### config.mk
export PLATFORM = sky130hd
export DESIGN_NAME = bmp_rgb24_stream_decoder_flat
export DESIGN_NICKNAME = d
export VERILOG_FILES = /design/src/sv/bmpd_pkg.sv /design/src/sv/bmpd_ifs.sv /design/src/sv/bmpd_front.sv /design/src/sv/bmpd_queue.sv /design/src/sv/bmpd_back.sv /design/src/sv/bmp_rgb24_stream_decoder.sv /design/src/flat_wrapper.sv
export SDC_FILE = /design/constraint.sdc
export NUM_CORES = 1
export LEC_CHECK = 0
export BUFFER_PORTS_ARGS = -buffer_cell sky130_fd_sc_hd__buf_2
export CORE_MARGIN = 2
export CORE_UTILIZATION = 45
export DETAILED_ROUTE_END_ITERATION = 6
export GPL_ROUTABILITY_DRIVEN = 0
export SLEW_MARGIN = 20
export SYNTH_ARGS = -nofsm -noshare
export SYNTH_HDL_FRONTEND = slang
export SYNTH_SLANG_ARGS = --single-unit
### constraint.sdc
create_clock -name clk -period 6.9 [get_ports clk]
set_clock_uncertainty 0.2 [all_clocks]
set_input_delay 1.38 -clock clk [delete_from_list [all_inputs] [get_ports clk]]
set_output_delay 1.38 -clock clk [all_outputs]
set_load 0.005 [all_outputs]
### src/sv/bmpd_pkg.sv
// Shared types, codes and constants of the bitmap stream decoder.
package bmpd_pkg;

  localparam int unsigned DEFAULT_MAX_DIMENSION = 4096;
  localparam int unsigned QUEUE_DEPTH = 4;
  localparam int unsigned TOK_DIM_W = 16;

  // Result kinds.
  localparam logic [1:0] KIND_PIXEL  = 2'd0;
  localparam logic [1:0] KIND_HEADER = 2'd1;
  localparam logic [1:0] KIND_ERROR  = 2'd2;

  // Error codes.
  localparam logic [2:0] ERR_NONE        = 3'd0;
  localparam logic [2:0] ERR_MAGIC       = 3'd1;
  localparam logic [2:0] ERR_VERSION     = 3'd2;
  localparam logic [2:0] ERR_HEADER      = 3'd3;
  localparam logic [2:0] ERR_BPP         = 3'd4;
  localparam logic [2:0] ERR_COMPRESSED  = 3'd5;
  localparam logic [2:0] ERR_SIZE        = 3'd6;
  localparam logic [2:0] ERR_OFFSET      = 3'd7;

  // File byte positions at which header fields are taken and checked.
  localparam logic [31:0] POS_MAGIC_FIRST  = 32'd0;
  localparam logic [31:0] POS_MAGIC_SECOND = 32'd1;
  localparam logic [31:0] POS_OFFSET_END   = 32'd13;
  localparam logic [31:0] POS_HLEN_END     = 32'd17;
  localparam logic [31:0] POS_INFO_WIDTH   = 32'd21;
  localparam logic [31:0] POS_INFO_HEIGHT  = 32'd25;
  localparam logic [31:0] POS_INFO_BPP     = 32'd29;
  localparam logic [31:0] POS_INFO_COMP    = 32'd31;
  localparam logic [31:0] POS_CORE_WIDTH   = 32'd19;
  localparam logic [31:0] POS_CORE_HEIGHT  = 32'd21;
  localparam logic [31:0] POS_CORE_BPP     = 32'd25;

  // Header bytes already consumed when the header result is given.
  localparam logic [31:0] INFO_CONSUMED = 32'd32;
  localparam logic [31:0] CORE_CONSUMED = 32'd26;

  localparam logic [7:0]  MAGIC_B   = 8'h42;
  localparam logic [7:0]  MAGIC_M   = 8'h4D;
  localparam logic [31:0] HLEN_INFO = 32'd40;
  localparam logic [31:0] HLEN_CORE = 32'd12;
  localparam logic [31:0] HLEN_V3   = 32'd64;
  localparam logic [31:0] HLEN_V4   = 32'd108;
  localparam logic [31:0] HLEN_V5   = 32'd124;
  localparam logic [15:0] BPP_24    = 16'd24;
  localparam logic [15:0] HALF_NEG  = 16'h8000;

  typedef enum logic [1:0] {
    PH_IDLE,
    PH_HEAD,
    PH_DATA
  } phase_t;

  typedef enum logic [1:0] {
    TK_BYTE,
    TK_HDR,
    TK_ERR
  } tok_kind_t;

  // Work item passed from the parser to the pixel assembler.
  typedef struct packed {
    tok_kind_t            kind;
    logic [7:0]           data;
    logic [TOK_DIM_W-1:0] width;
    logic [TOK_DIM_W-1:0] height;
    logic [2:0]           err;
  } tok_t;

  typedef struct packed {
    logic [1:0]  kind;
    logic [7:0]  red;
    logic [7:0]  green;
    logic [7:0]  blue;
    logic [11:0] column;
    logic [11:0] row;
    logic [12:0] image_width;
    logic [12:0] image_height;
    logic [2:0]  error_code;
    logic        last_pixel;
  } res_t;

endpackage

### src/sv/bmpd_ifs.sv
// Byte input channel and result output channel interfaces.
interface bmpd_byte_if;
  logic       valid;
  logic       ready;
  logic [7:0] byte_value;
  logic       file_start;

  modport source (output valid, byte_value, file_start, input ready);
  modport sink (input valid, byte_value, file_start, output ready);
endinterface

interface bmpd_result_if;
  logic        valid;
  logic        ready;
  logic [1:0]  kind;
  logic [7:0]  red;
  logic [7:0]  green;
  logic [7:0]  blue;
  logic [11:0] column;
  logic [11:0] row;
  logic [12:0] image_width;
  logic [12:0] image_height;
  logic [2:0]  error_code;
  logic        last_pixel;

  modport source (output valid, kind, red, green, blue, column, row, image_width,
                  image_height, error_code, last_pixel, input ready);
  modport sink (input valid, kind, red, green, blue, column, row, image_width,
                image_height, error_code, last_pixel, output ready);
endinterface

### src/sv/bmpd_front.sv
// Header parser: tracks file position, checks header fields, classifies bytes.
module bmpd_front import bmpd_pkg::*; #(
  parameter int unsigned MAX_DIMENSION = DEFAULT_MAX_DIMENSION
) (
  input  logic       clk,
  input  logic       rst_n,
  input  logic       in_fire,
  input  logic [7:0] in_byte,
  input  logic       in_file_start,
  output logic       tok_push,
  output tok_t       tok
);

  localparam logic [31:0] MAX_DIM = 32'(MAX_DIMENSION);

  phase_t               phase_r, phase_nxt, phase_eff;
  logic [31:0]          pos_r, pos_nxt, pos_eff;
  logic [31:0]          fa_r, fa_nxt, fa_prev, fa_new;
  logic [31:0]          offset_r, offset_nxt;
  logic                 is40_r, is40_nxt;
  logic [7:0]           first_r, first_nxt;
  logic [TOK_DIM_W-1:0] width_r, width_nxt, height_r, height_nxt;
  logic [15:0]          half;
  logic                 err;
  logic [2:0]           err_code;
  logic                 hdr_go;
  logic [31:0]          consumed;
  logic                 fa_ok, half_ok;

  always_comb begin
    phase_eff = in_file_start ? PH_HEAD : phase_r;
    pos_eff   = in_file_start ? '0 : pos_r;
    fa_prev   = in_file_start ? '0 : fa_r;
    fa_new    = {in_byte, fa_prev[31:8]};
    half      = fa_new[31:16];
    fa_ok     = (fa_new != '0) && (fa_new <= MAX_DIM);
    half_ok   = (half < HALF_NEG) && (half != '0) && ({16'd0, half} <= MAX_DIM);

    phase_nxt  = phase_r;
    pos_nxt    = pos_r;
    fa_nxt     = fa_r;
    offset_nxt = offset_r;
    is40_nxt   = is40_r;
    first_nxt  = first_r;
    width_nxt  = width_r;
    height_nxt = height_r;
    err        = 1'b0;
    err_code   = ERR_NONE;
    hdr_go     = 1'b0;
    consumed   = INFO_CONSUMED;
    tok_push   = 1'b0;
    tok        = '{kind: TK_BYTE, data: in_byte, width: '0, height: '0, err: ERR_NONE};

    if (in_fire && (phase_eff != PH_IDLE)) begin
      phase_nxt = phase_eff;
      fa_nxt    = fa_new;
      pos_nxt   = (&pos_eff) ? pos_eff : pos_eff + 32'd1;
      if (phase_eff == PH_DATA) begin
        tok_push = (pos_eff >= offset_r);
      end else begin
        unique case (pos_eff)
          POS_MAGIC_FIRST: begin
            first_nxt = in_byte;
          end
          POS_MAGIC_SECOND: begin
            if ((first_r != MAGIC_B) || (in_byte != MAGIC_M)) begin
              err = 1'b1; err_code = ERR_MAGIC;
            end
          end
          POS_OFFSET_END: begin
            offset_nxt = fa_new;
          end
          POS_HLEN_END: begin
            is40_nxt = (fa_new == HLEN_INFO);
            if ((fa_new == HLEN_V3) || (fa_new == HLEN_V4) || (fa_new == HLEN_V5)) begin
              err = 1'b1; err_code = ERR_VERSION;
            end else if ((fa_new != HLEN_INFO) && (fa_new != HLEN_CORE)) begin
              err = 1'b1; err_code = ERR_HEADER;
            end
          end
          default: begin
            if (is40_r) begin
              unique case (pos_eff)
                POS_INFO_WIDTH: begin
                  if (!fa_ok) begin err = 1'b1; err_code = ERR_SIZE; end
                  width_nxt = fa_new[TOK_DIM_W-1:0];
                end
                POS_INFO_HEIGHT: begin
                  if (!fa_ok) begin err = 1'b1; err_code = ERR_SIZE; end
                  height_nxt = fa_new[TOK_DIM_W-1:0];
                end
                POS_INFO_BPP: begin
                  if (half != BPP_24) begin err = 1'b1; err_code = ERR_BPP; end
                end
                POS_INFO_COMP: begin
                  if (half != '0) begin
                    err = 1'b1; err_code = ERR_COMPRESSED;
                  end else begin
                    hdr_go = 1'b1; consumed = INFO_CONSUMED;
                  end
                end
                default: begin
                end
              endcase
            end else begin
              unique case (pos_eff)
                POS_CORE_WIDTH: begin
                  if (!half_ok) begin err = 1'b1; err_code = ERR_SIZE; end
                  width_nxt = half;
                end
                POS_CORE_HEIGHT: begin
                  if (!half_ok) begin err = 1'b1; err_code = ERR_SIZE; end
                  height_nxt = half;
                end
                POS_CORE_BPP: begin
                  if (half != BPP_24) begin
                    err = 1'b1; err_code = ERR_BPP;
                  end else begin
                    hdr_go = 1'b1; consumed = CORE_CONSUMED;
                  end
                end
                default: begin
                end
              endcase
            end
          end
        endcase

        if (hdr_go) begin
          if (offset_r < consumed) begin
            err = 1'b1; err_code = ERR_OFFSET;
          end else begin
            tok_push   = 1'b1;
            tok.kind   = TK_HDR;
            tok.width  = width_r;
            tok.height = height_r;
            phase_nxt  = PH_DATA;
          end
        end
        if (err) begin
          tok_push  = 1'b1;
          tok.kind  = TK_ERR;
          tok.err   = err_code;
          phase_nxt = PH_IDLE;
        end
      end
    end
  end

  always_ff @(posedge clk) begin
    if (!rst_n) begin
      phase_r <= PH_IDLE;
      pos_r   <= '0;
      is40_r  <= 1'b0;
    end else begin
      phase_r <= phase_nxt;
      pos_r   <= pos_nxt;
      is40_r  <= is40_nxt;
    end
  end

  always_ff @(posedge clk) begin
    fa_r     <= fa_nxt;
    offset_r <= offset_nxt;
    first_r  <= first_nxt;
    width_r  <= width_nxt;
    height_r <= height_nxt;
  end

endmodule

### src/sv/bmpd_queue.sv
// Small register queue between the parser and the pixel assembler.
module bmpd_queue #(
  parameter int unsigned WIDTH = 8,
  parameter int unsigned DEPTH = 4
) (
  input  logic             clk,
  input  logic             rst_n,
  input  logic             push,
  input  logic [WIDTH-1:0] push_data,
  output logic             full,
  input  logic             pop,
  output logic             not_empty,
  output logic [WIDTH-1:0] pop_data
);

  localparam int unsigned AW = (DEPTH > 1) ? $clog2(DEPTH) : 1;
  localparam int unsigned CW = $clog2(DEPTH + 1);

  logic [WIDTH-1:0] mem_r [DEPTH];
  logic [AW-1:0]    wr_ptr_r, rd_ptr_r;
  logic [CW-1:0]    count_r;
  logic             do_push, do_pop;

  assign full      = (count_r == CW'(DEPTH));
  assign not_empty = (count_r != '0);
  assign do_push   = push && !full;
  assign do_pop    = pop && not_empty;
  assign pop_data  = mem_r[rd_ptr_r];

  always_ff @(posedge clk) begin
    if (!rst_n) begin
      wr_ptr_r <= '0;
      rd_ptr_r <= '0;
      count_r  <= '0;
    end else begin
      if (do_push) begin
        wr_ptr_r <= (wr_ptr_r == AW'(DEPTH - 1)) ? '0 : wr_ptr_r + AW'(1);
      end
      if (do_pop) begin
        rd_ptr_r <= (rd_ptr_r == AW'(DEPTH - 1)) ? '0 : rd_ptr_r + AW'(1);
      end
      count_r <= count_r + CW'(do_push) - CW'(do_pop);
    end
  end

  always_ff @(posedge clk) begin
    if (do_push) begin
      mem_r[wr_ptr_r] <= push_data;
    end
  end

endmodule

### src/sv/bmpd_back.sv
// Pixel assembler: groups data bytes into pixels, drops row padding, drives results.
module bmpd_back import bmpd_pkg::*; #(
  parameter int unsigned MAX_DIMENSION = DEFAULT_MAX_DIMENSION
) (
  input  logic clk,
  input  logic rst_n,
  input  logic tok_valid,
  input  tok_t tok,
  output logic tok_pop,
  output logic out_valid,
  input  logic out_ready,
  output res_t res
);

  localparam int unsigned DIM_W = $clog2(MAX_DIMENSION + 1);

  logic             out_valid_r, out_valid_nxt;
  res_t             res_r, res_nxt;
  logic             active_r, active_nxt;
  logic [DIM_W-1:0] col_r, col_nxt, row_r, row_nxt;
  logic [DIM_W-1:0] width_r, width_nxt, height_r, height_nxt;
  logic [DIM_W-1:0] col_inc, row_inc;
  logic [1:0]       pad_r, pad_nxt, chan_r, chan_nxt;
  logic [7:0]       b0_r, b0_nxt, b1_r, b1_nxt;
  logic [15:0]      col_ext, row_ext;
  logic             step, row_end;

  assign out_valid = out_valid_r;
  assign res       = res_r;

  always_comb begin
    step     = !out_valid_r || out_ready;
    tok_pop  = tok_valid && step;
    col_inc  = col_r + DIM_W'(1);
    row_inc  = row_r + DIM_W'(1);
    row_end  = (col_inc == width_r);
    col_ext  = 16'(col_r);
    row_ext  = 16'(row_r);

    out_valid_nxt = step ? 1'b0 : out_valid_r;
    res_nxt    = res_r;
    active_nxt = active_r;
    col_nxt    = col_r;
    row_nxt    = row_r;
    width_nxt  = width_r;
    height_nxt = height_r;
    pad_nxt    = pad_r;
    chan_nxt   = chan_r;
    b0_nxt     = b0_r;
    b1_nxt     = b1_r;

    if (tok_pop) begin
      unique case (tok.kind)
        TK_HDR: begin
          res_nxt              = '0;
          res_nxt.kind         = KIND_HEADER;
          res_nxt.image_width  = tok.width[12:0];
          res_nxt.image_height = tok.height[12:0];
          out_valid_nxt = 1'b1;
          active_nxt = 1'b1;
          width_nxt  = tok.width[DIM_W-1:0];
          height_nxt = tok.height[DIM_W-1:0];
          col_nxt    = '0;
          row_nxt    = '0;
          pad_nxt    = '0;
          chan_nxt   = '0;
        end
        TK_ERR: begin
          res_nxt            = '0;
          res_nxt.kind       = KIND_ERROR;
          res_nxt.error_code = tok.err;
          out_valid_nxt = 1'b1;
          active_nxt = 1'b0;
        end
        TK_BYTE: begin
          if (active_r) begin
            if (pad_r != '0) begin
              pad_nxt = pad_r - 2'd1;
            end else if (chan_r == 2'd0) begin
              b0_nxt   = tok.data;
              chan_nxt = 2'd1;
            end else if (chan_r == 2'd1) begin
              b1_nxt   = tok.data;
              chan_nxt = 2'd2;
            end else begin
              chan_nxt           = 2'd0;
              res_nxt            = '0;
              res_nxt.kind       = KIND_PIXEL;
              res_nxt.red        = tok.data;
              res_nxt.green      = b1_r;
              res_nxt.blue       = b0_r;
              res_nxt.column     = col_ext[11:0];
              res_nxt.row        = row_ext[11:0];
              res_nxt.last_pixel = row_end && (row_inc == height_r);
              out_valid_nxt = 1'b1;
              if (row_end) begin
                col_nxt = '0;
                pad_nxt = width_r[1:0];
                row_nxt = row_inc;
                if (row_inc == height_r) begin
                  active_nxt = 1'b0;
                end
              end else begin
                col_nxt = col_inc;
              end
            end
          end
        end
        default: begin
        end
      endcase
    end
  end

  always_ff @(posedge clk) begin
    if (!rst_n) begin
      out_valid_r <= 1'b0;
      active_r    <= 1'b0;
      col_r       <= '0;
      row_r       <= '0;
      pad_r       <= '0;
      chan_r      <= '0;
    end else begin
      out_valid_r <= out_valid_nxt;
      active_r    <= active_nxt;
      col_r       <= col_nxt;
      row_r       <= row_nxt;
      pad_r       <= pad_nxt;
      chan_r      <= chan_nxt;
    end
  end

  always_ff @(posedge clk) begin
    res_r    <= res_nxt;
    width_r  <= width_nxt;
    height_r <= height_nxt;
    b0_r     <= b0_nxt;
    b1_r     <= b1_nxt;
  end

endmodule

### src/sv/bmp_rgb24_stream_decoder.sv
// Top level of the streaming 24-bit bitmap decoder.
// The block takes a bitmap file one byte per transfer on in_ch; file_start
// marks the first byte of each file and restarts the parse at any time.
// Results leave on out_ch: one header result when the header passes its
// checks, then one pixel result per three data bytes (red, green, blue with
// the stored blue-first order undone, row padding dropped), or one error
// result after which bytes are ignored until the next file start.
// Throughput is one byte per cycle while the output does not stall: the
// parser classifies each byte as it is accepted and the pixel assembler
// retires one queued byte per cycle. An accepted byte's token enters the
// four-entry queue at the accepting edge, and the assembler takes it from
// there into the output register once that register is free.
// When the receiver stalls, the output register holds its result, the
// queue fills, and in_ch.ready falls once the queue is full; nothing is
// lost or repeated. Reset is synchronous and active low; afterwards the
// block is idle, the queue is empty and out_ch.valid is low.
module bmp_rgb24_stream_decoder import bmpd_pkg::*; #(
  parameter int unsigned MAX_DIMENSION = DEFAULT_MAX_DIMENSION
) (
  input  logic          clk,
  input  logic          rst_n,
  bmpd_byte_if.sink     in_ch,
  bmpd_result_if.source out_ch
);

  logic in_fire;
  logic q_full;
  logic tok_push, tok_valid, tok_pop;
  tok_t tok_in, tok_out;
  res_t res;

  // The queue has room for the token this byte may create.
  assign in_ch.ready = !q_full;
  assign in_fire     = in_ch.valid && !q_full;

  bmpd_front #(
    .MAX_DIMENSION (MAX_DIMENSION)
  ) u_front (
    .clk           (clk),
    .rst_n         (rst_n),
    .in_fire       (in_fire),
    .in_byte       (in_ch.byte_value),
    .in_file_start (in_ch.file_start),
    .tok_push      (tok_push),
    .tok           (tok_in)
  );

  bmpd_queue #(
    .WIDTH ($bits(tok_t)),
    .DEPTH (QUEUE_DEPTH)
  ) u_queue (
    .clk       (clk),
    .rst_n     (rst_n),
    .push      (tok_push),
    .push_data (tok_in),
    .full      (q_full),
    .pop       (tok_pop),
    .not_empty (tok_valid),
    .pop_data  (tok_out)
  );

  bmpd_back #(
    .MAX_DIMENSION (MAX_DIMENSION)
  ) u_back (
    .clk       (clk),
    .rst_n     (rst_n),
    .tok_valid (tok_valid),
    .tok       (tok_out),
    .tok_pop   (tok_pop),
    .out_valid (out_ch.valid),
    .out_ready (out_ch.ready),
    .res       (res)
  );

  assign out_ch.kind         = res.kind;
  assign out_ch.red          = res.red;
  assign out_ch.green        = res.green;
  assign out_ch.blue         = res.blue;
  assign out_ch.column       = res.column;
  assign out_ch.row          = res.row;
  assign out_ch.image_width  = res.image_width;
  assign out_ch.image_height = res.image_height;
  assign out_ch.error_code   = res.error_code;
  assign out_ch.last_pixel   = res.last_pixel;

endmodule
### src/flat_wrapper.sv
// flat-port wrapper written by rule: the top's interface ports become plain ports
module bmp_rgb24_stream_decoder_flat import bmpd_pkg::*;
#(
  parameter int unsigned MAX_DIMENSION = DEFAULT_MAX_DIMENSION
)
  (clk, rst_n, in_ch_valid, in_ch_byte_value, in_ch_file_start, in_ch_ready, out_ch_valid, out_ch_kind, out_ch_red, out_ch_green, out_ch_blue, out_ch_column, out_ch_row, out_ch_image_width, out_ch_image_height, out_ch_error_code, out_ch_last_pixel, out_ch_ready);
  bmpd_byte_if in_ch_i ();
  bmpd_result_if out_ch_i ();
  input  logic clk;
  input  logic rst_n;
  input wire logic [$bits(in_ch_i.valid)-1:0] in_ch_valid;
  input wire logic [$bits(in_ch_i.byte_value)-1:0] in_ch_byte_value;
  input wire logic [$bits(in_ch_i.file_start)-1:0] in_ch_file_start;
  output wire logic [$bits(in_ch_i.ready)-1:0] in_ch_ready;
  output wire logic [$bits(out_ch_i.valid)-1:0] out_ch_valid;
  output wire logic [$bits(out_ch_i.kind)-1:0] out_ch_kind;
  output wire logic [$bits(out_ch_i.red)-1:0] out_ch_red;
  output wire logic [$bits(out_ch_i.green)-1:0] out_ch_green;
  output wire logic [$bits(out_ch_i.blue)-1:0] out_ch_blue;
  output wire logic [$bits(out_ch_i.column)-1:0] out_ch_column;
  output wire logic [$bits(out_ch_i.row)-1:0] out_ch_row;
  output wire logic [$bits(out_ch_i.image_width)-1:0] out_ch_image_width;
  output wire logic [$bits(out_ch_i.image_height)-1:0] out_ch_image_height;
  output wire logic [$bits(out_ch_i.error_code)-1:0] out_ch_error_code;
  output wire logic [$bits(out_ch_i.last_pixel)-1:0] out_ch_last_pixel;
  input wire logic [$bits(out_ch_i.ready)-1:0] out_ch_ready;
  assign in_ch_i.valid = in_ch_valid;
  assign in_ch_i.byte_value = in_ch_byte_value;
  assign in_ch_i.file_start = in_ch_file_start;
  assign in_ch_ready = in_ch_i.ready;
  assign out_ch_valid = out_ch_i.valid;
  assign out_ch_kind = out_ch_i.kind;
  assign out_ch_red = out_ch_i.red;
  assign out_ch_green = out_ch_i.green;
  assign out_ch_blue = out_ch_i.blue;
  assign out_ch_column = out_ch_i.column;
  assign out_ch_row = out_ch_i.row;
  assign out_ch_image_width = out_ch_i.image_width;
  assign out_ch_image_height = out_ch_i.image_height;
  assign out_ch_error_code = out_ch_i.error_code;
  assign out_ch_last_pixel = out_ch_i.last_pixel;
  assign out_ch_i.ready = out_ch_ready;
  bmp_rgb24_stream_decoder #(.MAX_DIMENSION(MAX_DIMENSION)) u_core (.clk(clk), .rst_n(rst_n), .in_ch(in_ch_i), .out_ch(out_ch_i));
endmodule
Yosys cells after proc, flatten, opt, wreduce, memory -nomap -nowiden --
Memory sizes are Yosys's and may differ from the RTL's. A register that Yosys moved wholly into a read port is not among the register bits. Cells that the tools add are included.
Word-level totals: bits in registers 300, bits in writable memories 180, logic and storage cells 252, memories kept 1
Memories:
- u_core.u_queue.mem_r | depth 4, width 45, read ports 1, clocked after Yosys merged registers in 1, wr ports 1, line bmpd_queue.sv:19 | logic [WIDTH-1:0] mem_r [DEPTH];
Operators by class: $add $sub $neg 8, $lt $le $gt $ge 5, equality and inequality tests 36, multiplexer cells 119, bitwise gates (word level) 4, reductions and logical operators 48
Operators by type and width (count):
- 2-to-1 mux 80 bit | 4
- one-hot mux 80 bit (3 select lines) | 1
- 2-to-1 mux 32 bit | 7
- equality test 32 x 5 -> 1 bit, second input constant | 6
- 2-to-1 mux 13 bit | 10
- equality test 32 x 7 -> 1 bit, second input constant | 3
- 2-to-1 mux 16 bit | 6
- 2-to-1 mux 35 bit | 2
- one-hot mux 13 bit (2 select lines) | 2
- 2-to-1 mux 2 bit | 23
- 2-to-1 mux 1 bit | 42
- adder 32 x 1 -> 32 bit, second input constant | 1
- equality test 32 x 1 -> 1 bit, second input constant | 1
- equality test 32 x 4 -> 1 bit, second input constant | 1
- equality test 32 x 6 -> 1 bit, second input constant | 1
- greater-or-equal comparator 32 bit | 1
- <= comparator 32 x 13 -> 1 bit, second input constant | 1
- logical NOT 32 bit | 1
- < comparator 32 bit | 1
- inequality test 32 x 4 -> 1 bit, second input constant | 1
- inequality test 32 x 6 -> 1 bit, second input constant | 1
- AND reduction 32 bit | 1
- nonzero test 32 bit | 1
- adder 13 x 1 -> 13 bit, second input constant | 2
- 38 further kinds | 100

Depth between registers and ports, before layout --
depth after elaboration 19, mapped depth 22, mapped depth without buffers 17

Cells and area by module --
Synthesis repeated with hierarchy kept, for this count alone.
Second synthesis, totals: cell total of the unflattened synthesis 1516, area total of the unflattened synthesis 21015.2 µm²
Modules (own cells, without submodules):
- bmpd_front | times used 1, cells an instance 684, area an instance 7171.9 µm²
- bmpd_queue | times used 1, cells an instance 288, area an instance 7040.5 µm²
- bmpd_back | times used 1, cells an instance 542, area an instance 6792.8 µm²
- bmp_rgb24_stream_decoder | times used 1, cells an instance 2, area an instance 10.0 µm²

Worst setup path after synthesis --
Ideal clock, no wire load.
kind input to register, from in in_ch_file_start, to reg u_core.u_front.offset_r[0], enable pin, arrival 5804 ps, data required time 6198 ps, path slack 394 ps, stages on the path 7, path buffers 4, cells stage by stage clkbuf_1 clkbuf_1 buf_2 nor2_1 or2_2 clkbuf_1 nor4_1
Between the ends: longest elaborated chain between the ends 4, elaborated cells on any way between the ends 8, those cells by class eq/ne: 2; mux: 2; bitwise: 1; reduce/logical: 3
Ends and longest elaborated chain:
- start: declaration | line flat_wrapper.sv:13 | input wire logic [$bits(in_ch_i.file_start)-1:0] in_ch_file_start;
- branches (longest 3 deep; another with 2-to-1 mux 32 bit)
- AND reduction 3 bit (no source line) (*)
- end signal: assignment | line bmpd_front.sv:164 | offset_r <= offset_nxt;
- end: declaration | line bmpd_front.sv:19 | logic [31:0] offset_r, offset_nxt;
Mark *: on every way between the ends. A chain may end at the register's enable or synchronous reset.

Worst setup path after layout --
from in in_ch_file_start, to reg u_core.u_queue.count_r[2]
Between the ends: longest elaborated chain between the ends 19, elaborated cells on any way between the ends 74, those cells by class add/sub: 2; order compare: 5; eq/ne: 15; mux: 36; reduce/logical: 16
Ends and longest elaborated chain:
- 2-to-1 mux 32 bit | line bmpd_front.sv:33 | fa_prev = in_file_start ? '0 : fa_r;
- inequality test 16 x 5 -> 1 bit | line bmpd_front.sv:93, bmpd_front.sv:116
- 2-to-1 mux 6 bit | line bmpd_front.sv:116 | if (half != BPP_24) begin
- 2-to-1 mux 6 bit | line bmpd_front.sv:106 | unique case (pos_eff)
- 2-to-1 mux 6 bit | line bmpd_front.sv:82 | if (is40_r) begin
- 2-to-1 mux 6 bit | line bmpd_front.sv:61 | unique case (pos_eff)
- 2-to-1 mux 32 bit | line bmpd_front.sv:58 | if (phase_eff == PH_DATA) begin
- 2-to-1 mux 32 bit | line bmpd_front.sv:54 | if (in_fire && (phase_eff != PH_IDLE)) begin
- [3 not listed]
- 2-to-1 mux 1 bit | line bmpd_front.sv:58
- 2-to-1 mux 1 bit | line bmpd_front.sv:54
- 2-to-1 mux 1 bit | line bmpd_front.sv:140 | if (err) begin
- 2-to-1 mux 1 bit | line bmpd_front.sv:58
- 2-to-1 mux 1 bit (*) | line bmpd_front.sv:54
- logical AND 1 bit (*) | line bmpd_queue.sv:26 | assign do_push = push && !full;
- adder 3 x 1 -> 3 bit (*) | line bmpd_queue.sv:42 | count_r <= count_r + CW'(do_push) - CW'(do_pop);
- subtractor 3 x 1 -> 3 bit (*) | line bmpd_queue.sv:42
- end signal: assignment | line bmpd_queue.sv:42
- end: declaration | line bmpd_queue.sv:21 | logic [CW-1:0] count_r;
Mark *: on every way between the ends. The rest lies on a longest branch, timed or not. The select of a mux whose other input is x is not followed.

==> flow_summary.json <==
{
  "drive_above_1_share_pct": 16.41,
  "cts_sinks": 444,
  "rows": 76,
  "wl_per_cell_um": 19.94,
  "avgViaCountPerCell": 5.550,
  "reg2reg_depth": 15,
  "critPathRequiredTime_ns": 7.13,
  "ys_seq_elements": 444,
  "r2r-start": "u_core.u_front.pos_r[10]",
  "synth_ff_type": "edfxtp_1",
  "syn2layout_area_growth_pct": 13.18,
  "start_util_pct": 45.33,
  "grt_pass1_vias": 11530,
  "synthArstFlopShare_pct": 0,
  "worst-endpoint-arrival_ns": 5.59,
  "rsz0062_at_grt": "false",
  "post-place-ws_ns": 1.014,
  "period_share_pct": 77.67,
  "multiInputGateArea_sq_mm": 0.006407,
  "status": "finished, final reports clean",
  "power_leakage_uw": 0.007774,
  "synth_edf_count": 368,
  "regArea_sq_mm": 0.01257,
  "cts_setup_buffers": 0,
  "grt_use_total_pct": 19.50,
  "antenna_cells": 0,
  "final_util_pct": 51.30,
  "fp.dieW_um": 211.6,
  "power.density_mw_per_mm2": 332.2,
  "path_class": "in -> reg",
  "r2r-end": "u_core.u_queue.count_r[2]",
  "grt.overflow.total": 0,
  "antenna_found_initial": 0,
  "drv_cap": 0,
  "cts.path.max_buffers": 3,
  "setup_viol": 0,
  "io_buffers": 94,
  "syn_area_sq_mm": 0.01940,
  "ys_seq_area_share_pct": 64.81,
  "io-pin-count": 95,
  "cp_max_fo": 49,
  "min-delay-path-class": "reg -> reg",
  "crit_start": "in_ch_file_start",
  "maxSlewHeadroom_pct": 23.77,
  "maxSlewViolCount": 0,
  "fin_tns_setup_ns": 0,
  "cts_resized": 0,
  "die_h_um": 211.6,
  "min_period_ns": 5.359,
  "ant_nets": 0,
  "cts.root.buffer_cell": "clkbuf_16",
  "htree_levels": 2,
  "worstMarginPinSlew_ns": 1.129,
  "numCtsBuffers": 46,
  "n_fill_cell": 3674,
  "clk_pin_slew_ns": 0.06,
  "syn_nets": 1516,
  "irDropWorstVdd_uv": 222.0,
  "coreArea_sq_mm": 0.04279,
  "die-area_sq_mm": 0.04478,
  "grt_start_max_net_pins": 77,
  "hpwl_um": 29230,
  "synth.distinct_cells": 74,
  "netlist_instances": 1456,
  "final.setup.worst_slack_ns": 1.541,
  "fmax_mhz": 186.6,
  "end_kind": "flop",
  "cp-endpoint": "u_core.u_queue.count_r[2]",
  "hold_ws_ns": 0.2726,
  "drc_errors": 0,
  "cp-start-kind": "input pin",
  "drtPass1Iterations": 5,
  "synth_warnings": 0,
  "clk_latency_ns": 0.57,
  "syn_avg_cell_area_sq_um": 13.32,
  "hold_viol": 0,
  "nets": 1622,
  "drt_iter0_markers": 1005,
  "drt-total-wl_um": 42740,
  "cts_tree": "yes",
  "grt_pass1_wl_um": 66600,
  "rrSetupSlack_ns": 2.45,
  "num_vias": 11890,
  "cts_hold_buf": 0
}
-- worst max-delay path, stage by stage --
cell      delay [ns]
buf_2           0.65
buf_4           0.50
nor2b_1         0.11
ha_1            0.31
a21o_1          0.17
nand3_1         0.07
a21oi_1         0.06
o21ai_0         0.15
o211ai_1        0.11
a2111o_1        0.48
o211ai_2        0.29
ha_1            0.34
inv_1           0.06
ha_1            0.13
inv_1           0.04
fa_1            0.37
xor2_1          0.18
xnor2_1         0.13
nor2_1          0.05
-- logic make-up (layout without fill, tap and decap cells) --
logic type	count (synthesis)	in the layout	share of synthesized area (%)
buffers and inverters	123	264	2.432
AO/OA/AOI/OAI	169	169	5.760
AND/OR/NAND/NOR	561	561	15.91
XOR/XNOR	56	56	2.529
adder cells (fa/ha/maj)	47	47	3.070
multiplexers	56	56	5.489
flip-flops	444	444	64.81
-- routing by layer --
layer | vias to the layer above | share of wire (%) | global-route usage [%]
met5 | - | 0 | 0
met4 | 0 | 2.4 | 6.362
met3 | 70 | 5.1 | 3.323
met2 | 318 | 48 | 31.74
met1 | 5861 | 45 | 26.72
li1 | 5645 | - | -
-- cells in the final DEF, fill, tap and decap left out, types with 6 or more instances in the layout --
| master | count |
|---|---|
| nand2b_1 | 12 |
| mux4_2 | 39 |
| nand4_1 | 33 |
| mux2_2 | 13 |
| or3_1 | 6 |
| inv_1 | 62 |
| or2_2 | 7 |
| nand3_1 | 38 |
| or4_1 | 7 |
| clkbuf_16 | 46 |
| ha_1 | 45 |
| clkbuf_1 | 13 |
| clkinv_1 | 13 |
| dfxtp_1 | 74 |
| edfxtp_1 | 368 |
| a21oi_1 | 50 |
| o211ai_1 | 9 |
| and3_1 | 14 |
| xnor2_1 | 38 |
| a41oi_1 | 9 |
| nor2_1 | 90 |
| nand2_1 | 89 |
| nor2b_1 | 51 |
| xor2_1 | 18 |
| nor4_1 | 35 |
| o22ai_1 | 6 |
| nor3_1 | 23 |
| o21ai_0 | 24 |
| a31oi_1 | 19 |
| and2_1 | 116 |
| buf_2 | 94 |
| buf_4 | 24 |
| a211oi_1 | 6 |
-- power by group --
part	switching (uW)	internal [uW]	leakage [uW]
Sequential	123	3400	0.00417
Clock	989	1340	0.000678
Combinational	893	547	0.00293
Total	2000	5290	0.00777
-- sequential cells by signal (all words and copies together) (netlist names), 13 cells and up, named ones only --
| name | cells |
|---|---|
| u_core.u_back.res | 80 |
| u_core.u_front.offset_r | 32 |
| u_core.u_back.height_r | 13 |
| u_core.u_back.col_r | 13 |
| u_core.u_front.height_r | 13 |
| u_core.u_back.width_r | 13 |
| u_core.u_back.row_r | 13 |
| u_core.u_front.pos_r | 32 |
| u_core.u_queue.mem_r | 156 |
| u_core.u_front.width_r | 13 |
| u_core.u_front.fa_r | 24 |
-- synthesized netlist by cell type (18+ instances only) --
cell	number	area share (%)
edfxtp_1	368	57
and2_1	117	3.8
nor2_1	95	1.8
nand2_1	89	1.7
dfxtp_1	76	7.8
inv_1	62	1.2
nor2b_1	51	1.6
a21oi_1	50	1.3
clkbuf_1	46	0.89
ha_1	46	3.0
mux4_2	39	4.5
nand3_1	38	0.98
xnor2_1	38	1.7
nor4_1	37	1.2
nand4_1	33	1.1
o21ai_0	24	0.62
nor3_1	23	0.59
a31oi_1	19	0.61
xor2_1	18	0.81
-- layout make-up --
type	instances	area share, %
Inverter	63	1.077
Clock buffer	59	5.466
Multi-Input combinational cell	889	29.19
Clock inverter	24	0.9176
Timing Repair Buffer	118	2.964
Tap cell	546	3.112
Sequential cell	444	57.28
-- how the worst min path moves through the flow --
| stage | to | depth (start not counted) | from | slack (ns) |
|---|---|---|---|---|
| 3_5_place_dp | flop | 2 | u_core.u_queue.rd_ptr_r[1] | 0.27 |
| 2_1_floorplan | u_core.u_front.phase_r[0] | 2 | u_core.u_front.phase_r[0] | 0.24 |
| 5_1_grt | u_core.u_front.phase_r[0] | 2 | u_core.u_front.phase_r[0] | 0.30 |
| 3_3_place_gp | u_core.u_front.phase_r[0] | 2 | u_core.u_front.phase_r[0] | 0.26 |
| 6_report | flop | 2 | u_core.u_queue.rd_ptr_r[1] | 0.27 |
| 4_1_cts | flop | 2 | u_core.u_queue.rd_ptr_r[1] | 0.28 |
-- metrics by stage --
stage / std cells / total power [uW] / cell area, sq um
3_3_place_gp: 2060 / 5048 / 20550
4_1_cts: 2143 / 7395 / 21950
2_1_floorplan: 1456 / 4474 / 19400
3_5_place_dp: 2060 / 5065 / 20550
6_report: 2143 / 7292 / 21950
5_1_grt: 2143 / 7666 / 21950
Power figures use the tool's default switching activity.
